## src/rtl/core/kr_pkg.sv

```systemverilog
// ============================================================================
// kr_pkg
// Types and constants of the key reservation table.
// ============================================================================
package kr_pkg;

    localparam int KR_KEY_SLOTS  = 1024;
    localparam int KR_BLOCK_BITS = 16;
    localparam int KR_COUNT_BITS = 16;

    localparam int SLOT_W   = 10;  // key_slot field
    localparam int BLK_IN_W = 16;  // block_number field
    localparam int OUT_W    = 16;  // result entry fields

    typedef enum logic [1:0] {
        OP_READ    = 2'd0,
        OP_WRITE   = 2'd1,
        OP_REL_ONE = 2'd2,
        OP_REL_ALL = 2'd3
    } t_op;

    typedef enum logic [1:0] {
        ST_OK         = 2'd0,
        ST_READ_ABORT = 2'd1,
        ST_NOT_OWNER  = 2'd2,
        ST_SATURATED  = 2'd3
    } t_status;

    typedef enum logic [1:0] {
        S_CLEAR,
        S_IDLE,
        S_LOOK
    } t_state;

endpackage

```

## src/rtl/core/kr_update.sv

```systemverilog
// ============================================================================
// kr_update
// Next-entry and status logic for one reservation request.
// ============================================================================
module kr_update
    import kr_pkg::*;
#(
    parameter int BLOCK_BITS = KR_BLOCK_BITS,
    parameter int COUNT_BITS = KR_COUNT_BITS
) (
    input  t_op                   i_op,
    input  logic [BLOCK_BITS-1:0] i_blk,
    input  logic [BLOCK_BITS-1:0] i_owner,
    input  logic [COUNT_BITS-1:0] i_pending,
    input  logic [COUNT_BITS-1:0] i_waiting,
    input  logic [BLOCK_BITS-1:0] i_reader,
    output logic [BLOCK_BITS-1:0] o_owner,
    output logic [COUNT_BITS-1:0] o_pending,
    output logic [COUNT_BITS-1:0] o_waiting,
    output logic [BLOCK_BITS-1:0] o_reader,
    output t_status               o_status
);

    localparam logic [BLOCK_BITS-1:0] BLK_MAX = '1;
    localparam logic [COUNT_BITS-1:0] CNT_MAX = '1;

    logic [BLOCK_BITS-1:0] ho_owner;
    logic [COUNT_BITS-1:0] ho_pending;
    logic [COUNT_BITS-1:0] ho_waiting;
    t_status               ho_status;
    logic [COUNT_BITS-1:0] pend_dec;

    // hand-over to the next block, or free the key
    always_comb begin
        ho_owner   = '0;
        ho_pending = '0;
        ho_waiting = '0;
        ho_status  = ST_OK;
        if (i_waiting != '0) begin
            if (i_owner == BLK_MAX) begin
                ho_status = ST_SATURATED;
            end else begin
                ho_owner   = i_owner + BLOCK_BITS'(1);
                ho_pending = i_waiting;
            end
        end
    end

    assign pend_dec = i_pending - COUNT_BITS'(1);

    always_comb begin
        o_owner   = i_owner;
        o_pending = i_pending;
        o_waiting = i_waiting;
        o_reader  = i_reader;
        o_status  = ST_OK;
        if (i_op == OP_READ) begin
            if (i_owner == '0 || i_owner == i_blk) begin
                if (i_blk > i_reader) begin
                    o_reader = i_blk;
                end
            end else begin
                o_status = ST_READ_ABORT;
            end
        end else if (i_blk == '0) begin
            o_status = ST_NOT_OWNER;
        end else if (i_op == OP_WRITE) begin
            if (i_owner == '0) begin
                o_owner   = i_blk;
                o_pending = COUNT_BITS'(1);
            end else if (i_owner == i_blk) begin
                if (i_pending == CNT_MAX) begin
                    o_status = ST_SATURATED;
                end else begin
                    o_pending = i_pending + COUNT_BITS'(1);
                end
            end else if (i_owner < i_blk) begin
                if (i_waiting == CNT_MAX) begin
                    o_status = ST_SATURATED;
                end else begin
                    o_waiting = i_waiting + COUNT_BITS'(1);
                end
            end else begin
                o_status = ST_NOT_OWNER;
            end
        end else if (i_owner != i_blk) begin
            o_status = ST_NOT_OWNER;
        end else if (i_op == OP_REL_ONE) begin
            if (i_pending == '0) begin
                o_status = ST_SATURATED;
            end else if (pend_dec == '0) begin
                o_owner   = ho_owner;
                o_pending = ho_pending;
                o_waiting = ho_waiting;
                o_status  = ho_status;
            end else begin
                o_pending = pend_dec;
            end
        end else begin
            o_owner   = ho_owner;
            o_pending = ho_pending;
            o_waiting = ho_waiting;
            o_status  = ho_status;
        end
    end

endmodule

```

## config.mk

```make
export PLATFORM = sky130hd
export DESIGN_NAME = kr_update
export DESIGN_NICKNAME = d
export VERILOG_FILES = /design/src/rtl/core/kr_pkg.sv /design/src/rtl/core/kr_update.sv
export SDC_FILE = /design/constraint.sdc
export NUM_CORES = 1
export LEC_CHECK = 0
export ABC_AREA = 1
export ABC_CLOCK_PERIOD_IN_PS = 4900
export BUFFER_PORTS_ARGS = -buffer_cell sky130_fd_sc_hd__buf_2
export CORE_MARGIN = 8
export CORE_UTILIZATION = 55
export DETAILED_ROUTE_END_ITERATION = 12
export PLACE_DENSITY = 0.85
export SETUP_SLACK_MARGIN = 0.4
export SYNTH_ARGS = -nofsm -noshare
export SYNTH_HDL_FRONTEND = slang
export SYNTH_SLANG_ARGS = --single-unit
```

## constraint.sdc

```tcl
create_clock -name vclk -period 4.9
set_input_delay 1.47 -clock vclk [all_inputs]
set_output_delay 1.47 -clock vclk [all_outputs]
set_load 0.02 [all_outputs]
```

==> results of run 1 <==
==> stage by stage <==
stage | cell area, µm² | instances | hold WS [ps] | setup WS [ps] | utilization (%)
floorplan | 5600 | 951 | 3000 | 244 | -
global placement | 7460 | 1329 | 3280 | -176 | 86.4
detailed placement | 7460 | 1329 | 3280 | -262 | 86.4
==> cell families after synthesis <==
logic type / count (synthesis)
adders and majority gates: 40
buffers and inverters: 175
and+or+nand+nor: 510
AOI/OAI and AO/OA: 212
xor gates and xnor gates: 14
==> flow_summary_export.csv, run 1 <==
group,metric,value,unit
outcome,status,"did not finish",
outcome,failed_stage,"clock tree synthesis (4_1_cts)",
outcome,tool_error_message,"[ERROR DPL-0038] Utilization greater than 100%, impossible to legalize",
yosys,synthXorXnorAreaFrac,2.53,%
place,port-buffer-count,148,
yosys,ys_top_cells_by_count,"nand2_1, inv_1, nand3_1",
yosys,synth.distinct_cells,43,
floorplan,floorplan.rows,34,
floorplan,boundaryPins,148,
clock_network,cts.repair_timing.setup_buffer_count,25,
yosys,synth_compound_gate_area_share,23.7,%
yosys,synth.most_common_cell,"nand2_1",
clock_network,post_cts_resize_count,255,
yosys,synth-seq-area-share,0,%
floorplan,initial_utilization,56.1,%
yosys,synthSimpleGateAreaFrac,48.5,%
place,dp.final_hpwl,18800,µm
clock_network,post_cts_hold_buffer_count,0,
yosys,yosysWarningCount,0,
yosys,synth_fp_nets,1073,
yosys,yosysTopAreaCell,"nand2_1",
yosys,netlist_top_cells_area,"nand2_1, nand3_1, ha_1",
yosys,synthesis.area,4850,µm²
floorplan,chipHeight,110,µm
yosys,synth.area.mux_share,0,%
yosys,dominant_combinational_cell_family_by_area_after_synthesis,"simple AND/OR/NAND/NOR gates",
floorplan,die_w,110,µm
yosys,top_area_cell_type_share_of_the_netlist_area,18.7,%
place,gpl_congestion,1.10,
yosys,arithmetic_cell_share_of_the_synthesized_area_counting_full_adders_half_adders_and_majority_gates,10.3,%
yosys,postSynthCellCount,951,
yosys,avg_cell_area_syn,5.10,µm²
==> run 2, diff against run 1 <==
Settings changed: CORE_UTILIZATION 55 to 40, PLACE_DENSITY 0.85 to unset, PLACE_DENSITY_LB_ADDON set to 0.15, SETUP_SLACK_MARGIN 0.4 to unset.
==> run 2 against run 1 <==
Effect of this change:
- the flow now finishes, with violations (negative setup slack)
- area after synthesis unchanged
- synthesized cell count is the same
==> flow_summary_export.csv, run 2 <==
group,metric,value,unit
yosys,ys_top_cells_by_count,"nand2_1, inv_1, nand3_1",
finish,nets,1429,
timing,worst_slew_margin_rel,70.8,%
yosys,synth.distinct_cells,43,
job,cap_violations,0,
pwr,power_frac_comb,100.0,%
place,port-buffer-count,148,
setup_path,timing.critical_path.from_type,"input port",
grt,first_global_vias,7172,
setup_path,cp_data_arrival_time,3590,ps
timing,timing.final.hold_violations,0,
pwr,vdd.ir_drop.worst,0.0608,mV
pwr,internal_power,0.324,mW
floorplan,initial_utilization,40.7,%
worst_hold_path,worst_hold_path_type,"input port to output pin",
finish,most-common-layout-cells,"buf_4, nand2_1, inv_1, buf_2, nand3_1",
drt,routed-via-count,8168,
timing,setup_violating_endpoint_count_in_the_final_report,50,
grt,number_of_antenna_violations_at_the_first_check_in_global_routing,2,
finish,finalInstanceArea,8890,µm²
finish,area_growth_syn_to_layout,83.4,%
setup_path,critPathRequiredTime,3430,ps
grt,grt.total_usage,26.2,%
floorplan,chipHeight,126,µm
grt,grt_start_max_net_pins,28,
yosys,yosysTopAreaCell,"nand2_1",
grt,grt_first_pass_wirelength,35300,µm
finish,regArea,0,µm²
place,number_of_placed_cells_counting_well_taps,1410,
pwr,p_leak,4.52,nW
yosys,avg_cell_area_syn,5.10,µm²
drt,antenna_left,0,
timing,timing_max_transition_violations_final,0,
setup_path,worst-path-max-fanout,7,
outcome,status,"complete, but fails checks",
finish,fin_util,74.6,%
drt,initialDrtViolationCount,790,
clock_network,post_cts_hold_buffer_count,0,
pwr,p_sw,0.405,mW
place,placed_area,7120,µm²
place,dp.final_hpwl,18000,µm
yosys,yosysWarningCount,0,
finish,layout-drive-gt1-share,47.5,%
floorplan,boundaryPins,148,
floorplan,floorplan.core_area,11900,µm²
drt,route.detailed.vias_per_inst,5.62,
drt,drt_pass1_iterations,5,
timing,fin_ws,-159,ps
drt,drt_drc_violations_left,0,
floorplan,total_die_area,15900,µm²
yosys,synth_fp_nets,1073,
floorplan,die_w,126,µm
timing,final_min_period_over_clock_period,103,%
floorplan,floorplan.rows,40,
pwr,swShare,55.5,%
pwr,power_density,82.0,nW/µm²
finish,final.clkbuf_count,0,
finish,n_sequential_cell,0,
place,gpl_congestion,0.944,
pwr,power_frac_seq,0,%
setup_path,critical_path.endpoint_type,"output pin",
yosys,top_area_cell_type_share_of_the_netlist_area,18.7,%
timing,worstMarginPinSlew,436,ps
yosys,synth.most_common_cell,"nand2_1",
drt,routedWlPerCell,16.7,µm
timing,max_freq,198,MHz
drt,wirelength,24300,µm
grt,grt_overflow_total,0,
yosys,synth-seq-area-share,0,%
outcome,failed_checks,"negative setup slack",
setup_path,criticalPathCategory,"input port to output pin",
yosys,netlist_top_cells_area,"nand2_1, nand3_1, ha_1",
yosys,postSynthCellCount,951,
timing,grt_setup_unrepaired,"true",
pwr,clock_power_share,0,%
timing,fin_worst_hold_slack,3270,ps
yosys,synthesis.area,4850,µm²
finish,final_common_cell,"buf_4",
finish,final_cells,1454,
timing,timing.final.crit_period,5060,ps
## run 2: cell counts after synthesis
No cell type changed its count.
## run 2: area by class of cell
type	instances	area, µm²
multi-input cells	778	5110
repair buffers	393	3040
fillers	973	3020
inverters	134	543
well taps	147	184
diodes	2	5.00
## run 2: stage by stage
step / worst slack (ps) / TNS (ps) / power, mW
2_1_floorplan: 4.59 / 0 / 0.302
3_3_place_gp: -329 / -13350 / 0.554
3_5_place_dp: -383 / -16950 / 0.557
4_1_cts: -92.2 / -1730 / 0.601
5_1_grt: -285 / -10310 / 0.781
6_report: -159 / -4440 / 0.728
## run 2: cells by family after synthesis
logic type	after synthesis	synth area share (%)
AO/OA/AOI/OAI	212	23.7
buffers and inverters	175	15.0
XOR/XNOR	14	2.53
AND/OR/NAND/NOR	510	48.5
adder cells (fa/ha/maj)	40	10.3
## run 2: routing by layer
metal	up-vias	part of all wire (%)	GRT usage, %
li1	3912	-	-
met1	3709	41	33.7
met2	460	48	45.3
met3	87	7.7	3.04
met4	0	4.0	6.72
met5	-	0	0
## run 2: worst max-delay path, stage by stage
cell and delay [ps]:
buf_8 110, buf_6 130, nor2_4 130, nand2_8 100, o21ai_1 170, nand2_2 70
nor2_1 90, nand2_1 130, nor2_4 160, nand3_4 130, nand2_8 150, nand2_8 80
nor2_4 180, o21ai_1 120, nand3_1 110, o21ai_1 90, buf_4 170
## run 2: path summary, 6_finish.rpt
check	start	endpoint	depth (start not counted)
worst max-delay path	i_pending[1]	o_pending[12]	17
worst min-delay path	i_waiting[4]	o_waiting[4]	3
## run 2: repair_timing
| item | in CTS | in global routing |
|---|---|---|
| cloned | 2 | 3 |
| resized for setup | 105 | 302 |
| setup buffers | 15 | 23 |
| endpoints found under the setup margin | 66 | 66 |
| pin swaps | 33 | 88 |
## run 2: power groups by stage
stage	clock network (mW)	registers [mW]	logic, mW
2_1_floorplan	0	0	0.302
3_3_place_gp	0	0	0.554
3_5_place_dp	0	0	0.557
4_1_cts	0	0	0.601
5_1_grt	0.0000000547	0	0.781
6_report	0.0000000547	0	0.728
Note: power is estimated with default switching activity, not from simulation.
==> run 3, diff against run 2 <==
--- a/config.mk
+++ b/config.mk
@@ -12,4 +12,5 @@
 export CORE_UTILIZATION = 40
 export DETAILED_ROUTE_END_ITERATION = 12
+export GPL_ROUTABILITY_DRIVEN = 1
 export PLACE_DENSITY_LB_ADDON = 0.15
 export SYNTH_ARGS = -nofsm -noshare
==> constraint.sdc (replaced) <==
create_clock -name vclk -period 4.9
set_input_delay 1.47 -clock vclk [all_inputs]
set_output_delay 1.47 -clock vclk [all_outputs]
set_load 0.05 [all_outputs]
==> run 3 against run 2 <==
Effect of this change:
- the run still ends with negative setup slack left
- final cell count increased by 1.1%
- worst setup slack got worse by 120 ps
- sequential share of layout area unchanged
- combinational power increased by 25%
- critical endpoint is now o_pending[0]
- largest cell class unchanged
==> flow_summary_export.csv, run 3 (same netlist as run 2, synthesis figures left out) <==
group,metric,value,unit
finish,n_sequential_cell,0,
drt,antenna_left,0,
grt,grt.met1_usage,33.1,%
place,gpl_congestion,0.994,
drt,routedWlPerCell,18.4,µm
pwr,p_leak,4.78,nW
finish,final_cells,1470,
outcome,status,"complete, but fails checks",
timing,fin_ws,-280,ps
timing,final_min_period_over_clock_period,106,%
floorplan,floorplan.core_area,11900,µm²
setup_path,critical_path.endpoint_type,"output pin",
drt,route.detailed.vias_per_inst,5.87,
setup_path,critPathRequiredTime,3430,ps
grt,grt_overflow_total,0,
finish,regArea,0,µm²
grt,grt_first_pass_wirelength,39000,µm
place,dp.final_hpwl,18600,µm
finish,antenna_cells_inserted,0,
place,port-buffer-count,148,
place,number_of_placed_cells_counting_well_taps,1424,
timing,worstMarginPinSlew,441,ps
timing,worst_slew_margin_rel,70.4,%
grt,first_global_vias,8061,
floorplan,die_w,126,µm
drt,wirelength,27000,µm
floorplan,total_die_area,15900,µm²
setup_path,worst-path-max-fanout,8,
outcome,failed_checks,"negative setup slack",
setup_path,timing.critical_path.from_type,"input port",
timing,final.setup.tns,-5760,ps
setup_path,startpoint,"i_blk[10]",
worst_hold_path,worst_hold_path_type,"input port to output pin",
worst_hold_path,hold_critical_path_depth,3,
timing,max_freq,193,MHz
grt,grt_use_met3,4.51,%
pwr,vdd.ir_drop.worst,0.0814,mV
drt,drt_drc_violations_left,0,
finish,most-common-layout-cells,"buf_4, nand2_1, inv_1, nand3_1, buf_6",
timing,timing_max_transition_violations_final,0,
grt,grt_start_max_net_pins,33,
worst_hold_path,hold_start,"i_waiting[4]",
timing,timing.final.crit_period,5180,ps
finish,area_growth_syn_to_layout,96.4,%
timing,setup_violating_endpoint_count_in_the_final_report,50,
setup_path,cp_data_arrival_time,3710,ps
setup_path,criticalPathCategory,"input port to output pin",
drt,routed-via-count,8630,
timing,timing.final.hold_violations,0,
floorplan,boundaryPins,148,
floorplan,initial_utilization,40.7,%
job,cap_violations,0,
finish,layout-drive-gt1-share,50.7,%
floorplan,floorplan.rows,40,
pwr,power_density,95.3,nW/µm²
clock_network,post_cts_hold_buffer_count,0,
floorplan,chipHeight,126,µm
drt,initialDrtViolationCount,833,
grt,use_met2,51.8,%
timing,grt_setup_unrepaired,"true",
finish,final.clkbuf_count,0,
grt,grt.total_usage,28.9,%
grt,busiest_layer,"met2",
finish,nets,1447,
grt,number_of_antenna_violations_at_the_first_check_in_global_routing,0,
drt,drt_pass1_iterations,5,
finish,final_common_cell,"buf_4",
==> run 3: cell count changes in the layout (fill, tap and decap cells not counted), sizes merged, moves of 2 or more <==
cell	change
clkinvlp	+2
diode	-2
inv	-3
buf	+19
==> run 3: area by class of cell <==
type / instances / area (µm²)
Multi-Input combinational cell: 778 / 5290
Tap cell: 147 / 184
Fill cell: 822 / 2390
Timing Repair Buffer: 411 / 3500
Inverter: 134 / 546
==> run 3: per-stage QoR <==
step                power (mW)  area [µm²]  setup slack [ps]  hold WS, ps  utilization [%]
floorplan                0.435        5150              -186         3100                -
global placement         0.698        7550              -448         3320             63.4
detailed placement       0.704        7550              -469         3320             63.4
CTS                      0.813        8730             -91.2         3280             73.3
global route             0.954        9520              -311         3290             79.9
finish                   0.907        9520              -280         3280             79.9
==> run 3: report_power, final <==
group	switching [mW]	internal (mW)
clock network	0	0
registers	0	0
logic	0.539	0.368
total	0.539	0.368
==> run 3: path summary, 6_finish.rpt <==
| kind | to | slack (ps) |
|---|---|---|
| worst max-delay path | o_pending[0] | -280 |
| worst min-delay path | o_waiting[4] | 3280 |
==> run 3: what timing repair did <==
action,CTS,global route
gates resized for setup,261,159
buffers inserted,23,17
pin swaps,44,55
cloned,3,3
endpoints found under the setup margin,66,66
hold endpoints to repair,0,0
==> run 3: layer usage <==
metal / vias up / part of all wire [%]
met3: 156 / 8.3
li1: 3942 / -
met1: 3986 / 37
met5: - / 0
met4: 0 / 6.0
met2: 546 / 49
==> run 3: worst max-delay path, stage by stage <==
cell and delay (ps):
buf_8 90, inv_6 30, ha_4 260, nand2_2 50, inv_2 60, nand3_2 100
nor2_4 200, nand4_4 210, clkinv_4 150, nand2_4 120, buf_4 160, o21ai_0 230
a21oi_1 180, a21oi_4 210, buf_6 180
==> run 4, diff against run 3 <==
Settings changed: REMOVE_ABC_BUFFERS set to 1.
==> run 4 against run 3 <==
Effect of this change:
- the run still ends with negative setup slack left
- routed wire length fell by 9.4%
- utilization fell by 4.4 points
- flip-flop and latch count did not move
- final cell count fell by 1.6%
- non-clock buffer count fell by 24
- combinational power fell by 7.1%
==> flow_summary_export.csv, run 4 (same netlist as run 2, synthesis figures left out) <==
group,metric,value,unit
outcome,status,"complete, but fails checks",
outcome,failed_checks,"negative setup slack",
pwr,power_density,93.7,nW/µm²
timing,worstMarginPinSlew,468,ps
drt,route.detailed.vias_per_inst,5.58,
clock_network,post_cts_hold_buffer_count,0,
floorplan,total_die_area,15900,µm²
timing,final_min_period_over_clock_period,104,%
finish,n_sequential_cell,0,
worst_hold_path,hold_start,"i_reader[11]",
pwr,power_frac_comb,100.0,%
worst_hold_path,worst_hold_path_type,"input port to output pin",
grt,grt_overflow_total,0,
floorplan,initial_utilization,40.7,%
grt,number_of_antenna_violations_at_the_first_check_in_global_routing,0,
drt,drt_pass1_iterations,6,
finish,layout-drive-gt1-share,48.2,%
finish,final_common_cell,"buf_4",
setup_path,worst_path_largest_cell_delay,190,ps
pwr,power_frac_seq,0,%
setup_path,criticalPathCategory,"input port to output pin",
grt,grt.total_usage,26.8,%
grt,grt_start_max_net_pins,35,
job,cap_violations,0,
setup_path,worst_path_max_delay_cell,"a21oi_2",
place,gpl_congestion,0.933,
timing,fin_ws,-181,ps
floorplan,chipHeight,126,µm
pwr,clock_power_share,0,%
setup_path,critPathTopFamily,"simple AND/OR/NAND/NOR gates",
timing,max_freq,197,MHz
setup_path,cp_data_arrival_time,3610,ps
setup_path,critical_path.endpoint_type,"output pin",
timing,timing.final.crit_period,5080,ps
finish,regArea,0,µm²
setup_path,critPathRequiredTime,3430,ps
pwr,p_leak,4.54,nW
timing,timing.final.hold_violations,0,
grt,first_global_vias,7433,
setup_path,cp_num_buf_inv,5,
finish,multi_input_area,5180,µm²
timing,fin_worst_hold_slack,3290,ps
floorplan,boundaryPins,148,
timing,setup_violating_endpoint_count_in_the_final_report,51,
floorplan,floorplan.rows,40,
finish,antenna_cells_inserted,0,
setup_path,timing.critical_path.from_type,"input port",
timing,grt_setup_unrepaired,"true",
drt,drt_drc_violations_left,0,
pwr,swShare,60.5,%
grt,grt_first_pass_wirelength,36200,µm
drt,wirelength,24500,µm
finish,layout.filler_cells,1001,
finish,most-common-layout-cells,"buf_4, nand2_1, inv_1, nand3_1, buf_2",
floorplan,die_w,126,µm
timing,worst_slew_margin_rel,68.5,%
floorplan,floorplan.core_area,11900,µm²
setup_path,worst-path-max-fanout,7,
pwr,vdd.ir_drop.worst,0.0830,mV
place,dp.final_hpwl,17900,µm
pwr,p_sw,0.510,mW
finish,nets,1424,
pwr,internal_power,0.333,mW
worst_hold_path,min_to,"o_reader[11]",
drt,routed-via-count,8077,
finish,final.clkbuf_count,0,
finish,finalInstanceArea,9000,µm²
worst_hold_path,hold_critical_path_depth,4,
drt,antenna_left,0,
drt,initialDrtViolationCount,749,
timing,timing_max_transition_violations_final,0,
setup_path,path_cells,"buf_8 > buf_6 > nor2_4 > nand2_8 > nor2_8 > buf_6 > nand2_2 > nand2_2 > nand3_2 > nor2_4 > nand3_4 > nand2_8 > buf_4 > nand2_8 > a21oi_4 > o21ai_4 > a21oi_2 > buf_6",
drt,routedWlPerCell,16.9,µm
place,port-buffer-count,148,
place,placed_area,7160,µm²
finish,area_growth_syn_to_layout,85.6,%
run 4: through the flow:
stage | power [mW] | TNS, ps | setup slack (ps) | std cells | util [%]
floorplan | 0.384 | -50680 | -1220 | 910 | -
global placement | 0.657 | -14410 | -387 | 1414 | 60.1
detailed placement | 0.661 | -17390 | -420 | 1414 | 60.1
CTS | 0.755 | -1940 | -99.6 | 1430 | 68.0
global route | 0.896 | -10380 | -284 | 1447 | 75.5
finish | 0.843 | -4890 | -181 | 1447 | 75.5
run 4: power by group through the flow:
stage          clock network [mW]  logic, mW  registers (mW)
6_report                        0      0.843               0
5_1_grt                         0      0.896               0
4_1_cts                         0      0.755               0
3_5_place_dp                    0      0.661               0
3_3_place_gp                    0      0.657               0
2_1_floorplan                   0      0.384               0
run 4: how the worst max path moves through the flow:
stage	startpoint	endpoint	cells after the start
finish	i_pending[1]	o_owner[8]	18
global route	i_pending[0]	o_pending[9]	18
CTS	i_pending[1]	o_pending[9]	19
detailed placement	i_pending[1]	o_owner[8]	18
global placement	i_pending[1]	o_owner[8]	18
floorplan	i_blk[11]	o_pending[3]	5
run 4: per-layer routing:
| metal | routed length [µm] | vias to the layer above | GRT usage [%] |
|---|---|---|---|
| met5 | 0 | - | 0 |
| met4 | 451 | 0 | 2.55 |
| met3 | 1950 | 50 | 3.08 |
| met2 | 11900 | 388 | 46.4 |
| met1 | 10200 | 3746 | 36.0 |
| li1 | - | 3893 | - |
run 4: worst min-delay path: cells and delay by family:
| kind | cells | cell delay [ps] |
|---|---|---|
| simple gates | 1 | 50 |
| compound gates | 1 | 60 |
| buf+inv | 2 | 230 |
run 4: cell type report:
type / count / area share [%]
Tap cell: 147 / 2.04
Inverter: 134 / 5.85
Multi-Input combinational cell: 779 / 57.5
Timing Repair Buffer: 387 / 34.6
run 4: repair_timing:
action | 4_1_cts | 5_1_grt
buffers inserted | 13 | 15
pin swaps | 53 | 77
resized for setup | 230 | 210
setup endpoints to repair | 66 | 66
cloned | 3 | 2
